[src/hdl/bgi_ram.sv]
// Generic single-port-write, single-port-read synchronous RAM.
// Read data is registered; depends on nothing.
module bgi_ram #(
   parameter int DEPTH = 64,
   parameter int WIDTH = 32,
   localparam int AW = $clog2(DEPTH)
) (
   input  logic             clock,
   input  logic             wr_en,
   input  logic [AW-1:0]    wr_addr,
   input  logic [WIDTH-1:0] wr_data,
   input  logic [AW-1:0]    rd_addr,
   output logic [WIDTH-1:0] rd_data
);

   logic [WIDTH-1:0] mem [DEPTH];

   always_ff @(posedge clock) begin
      if (wr_en) begin
         mem[wr_addr] <= wr_data;
      end
      rd_data <= mem[rd_addr];
   end

endmodule

[config.mk]
export PLATFORM = sky130hd
export DESIGN_NAME = bgi_ram
export DESIGN_NICKNAME = d
export VERILOG_FILES = /design/src/hdl/bgi_ram.sv
export SDC_FILE = /design/constraint.sdc
export NUM_CORES = 2
export LEC_CHECK = 0
export BUFFER_PORTS_ARGS = -buffer_cell sky130_fd_sc_hd__buf_4
export CORE_MARGIN = 3
export CORE_UTILIZATION = 55
export DETAILED_ROUTE_END_ITERATION = 7
export PLACE_DENSITY = 0.73
export SLEW_MARGIN = 10
export SYNTH_ARGS = -nofsm -noshare
export SYNTH_HDL_FRONTEND = slang
export SYNTH_SLANG_ARGS = --single-unit
[constraint.sdc]
create_clock -name clock -period 4.9 [get_ports clock]
set_clock_uncertainty 0.2 [all_clocks]
set_input_delay 0.49 -clock clock [delete_from_list [all_inputs] [get_ports clock]]
set_output_delay 0.49 -clock clock [all_outputs]
set_load 0.03 [all_outputs]
# ---- Yosys cells after proc, flatten, opt, wreduce, memory -nomap -nowiden
# Memories as Yosys holds them, arrays and structs flattened. A register that Yosys moved wholly into a read port is not among the register bits.
# Index checks and enable logic that the tools add are counted.
dict set report totals {
  regBits 0
  ramBits 2048
  out_inout_bits 32
  wordCells 3
  mem_count 1
}
dict set report classes {
  muxes 2
}
# memory words word_bits rd rd_ports_with_merged_regs wr line
set memory_table {}
lappend memory_table {mem 64 32 1 1 1 16} ;# logic [WIDTH-1:0] mem [DEPTH];
# cell count
set op_table {}
lappend op_table {{1-bit two-way mux} 2}

# ---- Depth between registers and ports, before layout
dict set report logic_depth {
  word_depth 2
  ltp_mapped 10
  mapped_depth_nobuf 5
}

# ---- Worst setup path before layout
# Ideal clock, no wire load.
dict set report synth_timing {
  path_type {in2reg}
  from {input wr_addr[3]}
  to {memory mem[48][0] (enable)}
  arrival_time_ps 3189
  t_required_ps 4239
  slack_ps 1050
  path_stages 4
  path_buffers 1
  path_cell_list {clkbuf_1 > nor2b_1 > nand4b_1 > nor3_1}
}
# item line
set synth_lines {}
lappend synth_lines {{start, declared} 10} ;# input logic [AW-1:0] wr_addr,
lappend synth_lines {{end, declared} 16}
# No word-level cell before the write port.

==> results.ini <==
[run_status]
status = finished, final reports clean

[setup_path]
worst_setup_path_start_kind = primary input
crit_type = in -> reg
worstRegToRegCells = 4
worstPathRequired_ns = 5.33
critPathBufInv = 4
rrSetupSlack_ns = 2.50
path_delay_family = buffers and inverters
cp-end-kind = flop
cp.arrival_ns = 3.49
slowest_delay_ns = 0.52
cp_slowest_cell = buf_8
crit_fanout = 50
r2r-end = rd_data[14]$_DFF_P_
path_cells = buf_8 -> buf_4 -> buf_12 -> buf_4 -> mux4_2 -> mux4_2 -> o22ai_1 -> nor2_1
r2r-start = mem[47][14]$_DFFE_PP_

[drt]
via_per_inst = 6.70
routed_wl_um = 194000
drc = 0
antenna_left = 0
wl_per_cell_um = 34.4
first_pass_iters = 6
vias = 37755
drtIter0Drc = 5387

[logic_synthesis]
synth_seq_area_share_pct = 79.1
synth_top_cell_by_area = edfxtp_1
yosysWarnings = 0
synth_cell_types = 34
synth_edf_count = 2048
ys.flop_type = edfxtp_1
synthArstFlopShare_pct = 0
syn-num-nets = 3370
ys_seq_elements = 2080
synthTopCellsByArea = edfxtp_1, mux4_2, mux2i_1
syn_avg_cell_area_um2 = 23.6
synth.top_cell.area_share_pct = 78.3
netlist_area_mm2 = 0.0785
syn_inst = 3324

[sta]
final-max-slew-violation-count = 0
hold_ws_ns = 0.0295
worst_slew_pin_slew_ns = 1.17
rsz0062_at_grt = no
min_period_over_period_pct = 62.6
setup_viol = 0
setup-tns-final_ns = 0
relSlewSlack_pct = 22.0
finalHoldViolations = 0
fmax_ghz = 0.326
setup_ws_ns = 1.83
period_minus_slack_ns = 3.07

[placement]
place_ws_ns = 0.988
place_area_mm2 = 0.0825
portBuffers = 77
detailed_place_hpwl_um = 108000
gp_congestion = 0.797

[clock_tree]
cts_root_buffer = clkbuf_16
clk_latency_ns = 0.81
hold_buffers = 5
cts_sinks = 2080
clockBufferDepth = 3
ctsResizeCount = 0
cts_setup_buffers = 0
cts_buffers = 198
cts_tree = built
cts_max_level = 4
clkTransAtPathRegs_ns = 0.06

[die]
start_util_pct = 55.5
ioPinCount = 78
die_w_um = 384
dieArea_mm2 = 0.147
num_rows = 138
die-height_um = 384
core_mm2 = 0.142

[grt]
grt_use_met3_pct = 5.19
antenna_found_initial = 6
grt_use_total_pct = 26.9
grt_max_degree = 81
grt_pass1_vias = 37903
grt_use_met1_pct = 38.8
busiest_layer = met2
use_met2_pct = 42.2
grt_pass1_wl_um = 280000
grt_overflow = 0

[min_path]
hold_path.class = in -> reg
min_to = mem[36][11]$_DFFE_PP_
min-delay-start = wr_data[11]
holdPathStages = 1

[cells_and_area]
final_common_cell = edfxtp_1
layout_common_cells = edfxtp_1, mux4_2, clkbuf_16
area_delta_synth_final_pct = 13.1
drive_above_1_share_pct = 29.9
final_area_mm2 = 0.0888
nets = 3622
final_util_pct = 62.7

[power]
power.leakage_uw = 0.0277
intPower_uw = 28800
ir_drop_mv = 0.298
combPwrFrac_pct = 5.1
net-switching-power_uw = 7640
powerDensity_mw_per_mm2 = 410
p_seq_share_pct = 54.4
p_clk_share_pct = 40.5
swShare_pct = 21.0

[job]
drv_cap = 0

-- registers in the layout (all words and copies together) (netlist names) --
| name | count |
|---|---|
| rd_data | 32 |
| mem | 2048 |
-- layer usage --
| metal | up-vias | part of all wire (%) | routed length, um |
|---|---|---|---|
| li1 | 14784 | - | - |
| met1 | 20099 | 37 | 72600 |
| met2 | 2516 | 49 | 94100 |
| met3 | 352 | 11 | 21100 |
| met4 | 4 | 3.2 | 6120 |
| met5 | - | 0.014 | 28 |
-- cells in the mapped netlist, types with 5 or more instances --
| cell type | number |
|---|---|
| nand2b_1 | 8 |
| o221ai_1 | 27 |
| a22oi_1 | 12 |
| buf_4 | 25 |
| a311oi_1 | 8 |
| mux4_2 | 544 |
| a21oi_1 | 62 |
| buf_1 | 21 |
| nor3_1 | 7 |
| nand2_1 | 26 |
| nor2_1 | 137 |
| buf_2 | 57 |
| edfxtp_1 | 2048 |
| nand3b_1 | 5 |
| dfxtp_1 | 32 |
| nand3_1 | 5 |
| buf_6 | 5 |
| clkbuf_1 | 74 |
| mux2i_1 | 93 |
| o22ai_1 | 84 |
| nor2b_1 | 15 |
-- worst register-to-register path, cell delays in order (launching register included) --
cell      delay, ns
edfxtp_1       0.36
mux4_2         0.48
mux4_2         0.54
o22ai_1        0.42
nor2_1         0.23
-- cell families after synthesis --
group	count (synthesis)	synth area share, %
flops	2080	79.1
mux	637	16.8
compound gates	202	1.67
simple gates	223	1.27
buf+inv	182	1.13
-- per-stage QoR --
step | total power, uW | std cells
global placement | 22000 | 5261
detailed placement | 22000 | 5261
CTS | 36600 | 5631
floorplan | 21100 | 3324
global route | 37400 | 5631
finish | 36400 | 5634
-- power by group through the flow --
stage | Sequential [uW] | Clock [uW] | Combinational, uW
final | 19800 | 14800 | 1860
after global routing | 19800 | 15600 | 1960
after CTS | 19800 | 14900 | 1870
after detailed placement | 20200 | 0 | 1860
after global placement | 20200 | 0 | 1820
after floorplan | 20200 | 0 | 958
-- worst max-delay path by stage --
stage / endpoint / from / slack, ns / cells past startpoint
floorplan: mem[48][0]$_DFFE_PP_ / wr_addr[3] / 1.05 / 4
global placement: rd_data[14]$_DFF_P_ / rd_addr[0] / 0.98 / 8
detailed placement: rd_data[14]$_DFF_P_ / rd_addr[0] / 0.99 / 8
CTS: rd_data[14]$_DFF_P_ / rd_addr[0] / 1.80 / 8
global route: rd_data[1]$_DFF_P_ / rd_addr[0] / 1.77 / 7
finish: rd_data[14]$_DFF_P_ / rd_addr[0] / 1.83 / 8
-- cell type report --
cell class | instances | area (um^2)
antenna | 3 | 7.51
clock buffer | 264 | 5440
clock inverter | 101 | 827
fill | 9093 | 52700
multi-input combinational | 1062 | 16000
sequential | 2080 | 62100
tap | 1890 | 2360
timing repair buffer | 234 | 2090
(Power assumes the default switching activity.)
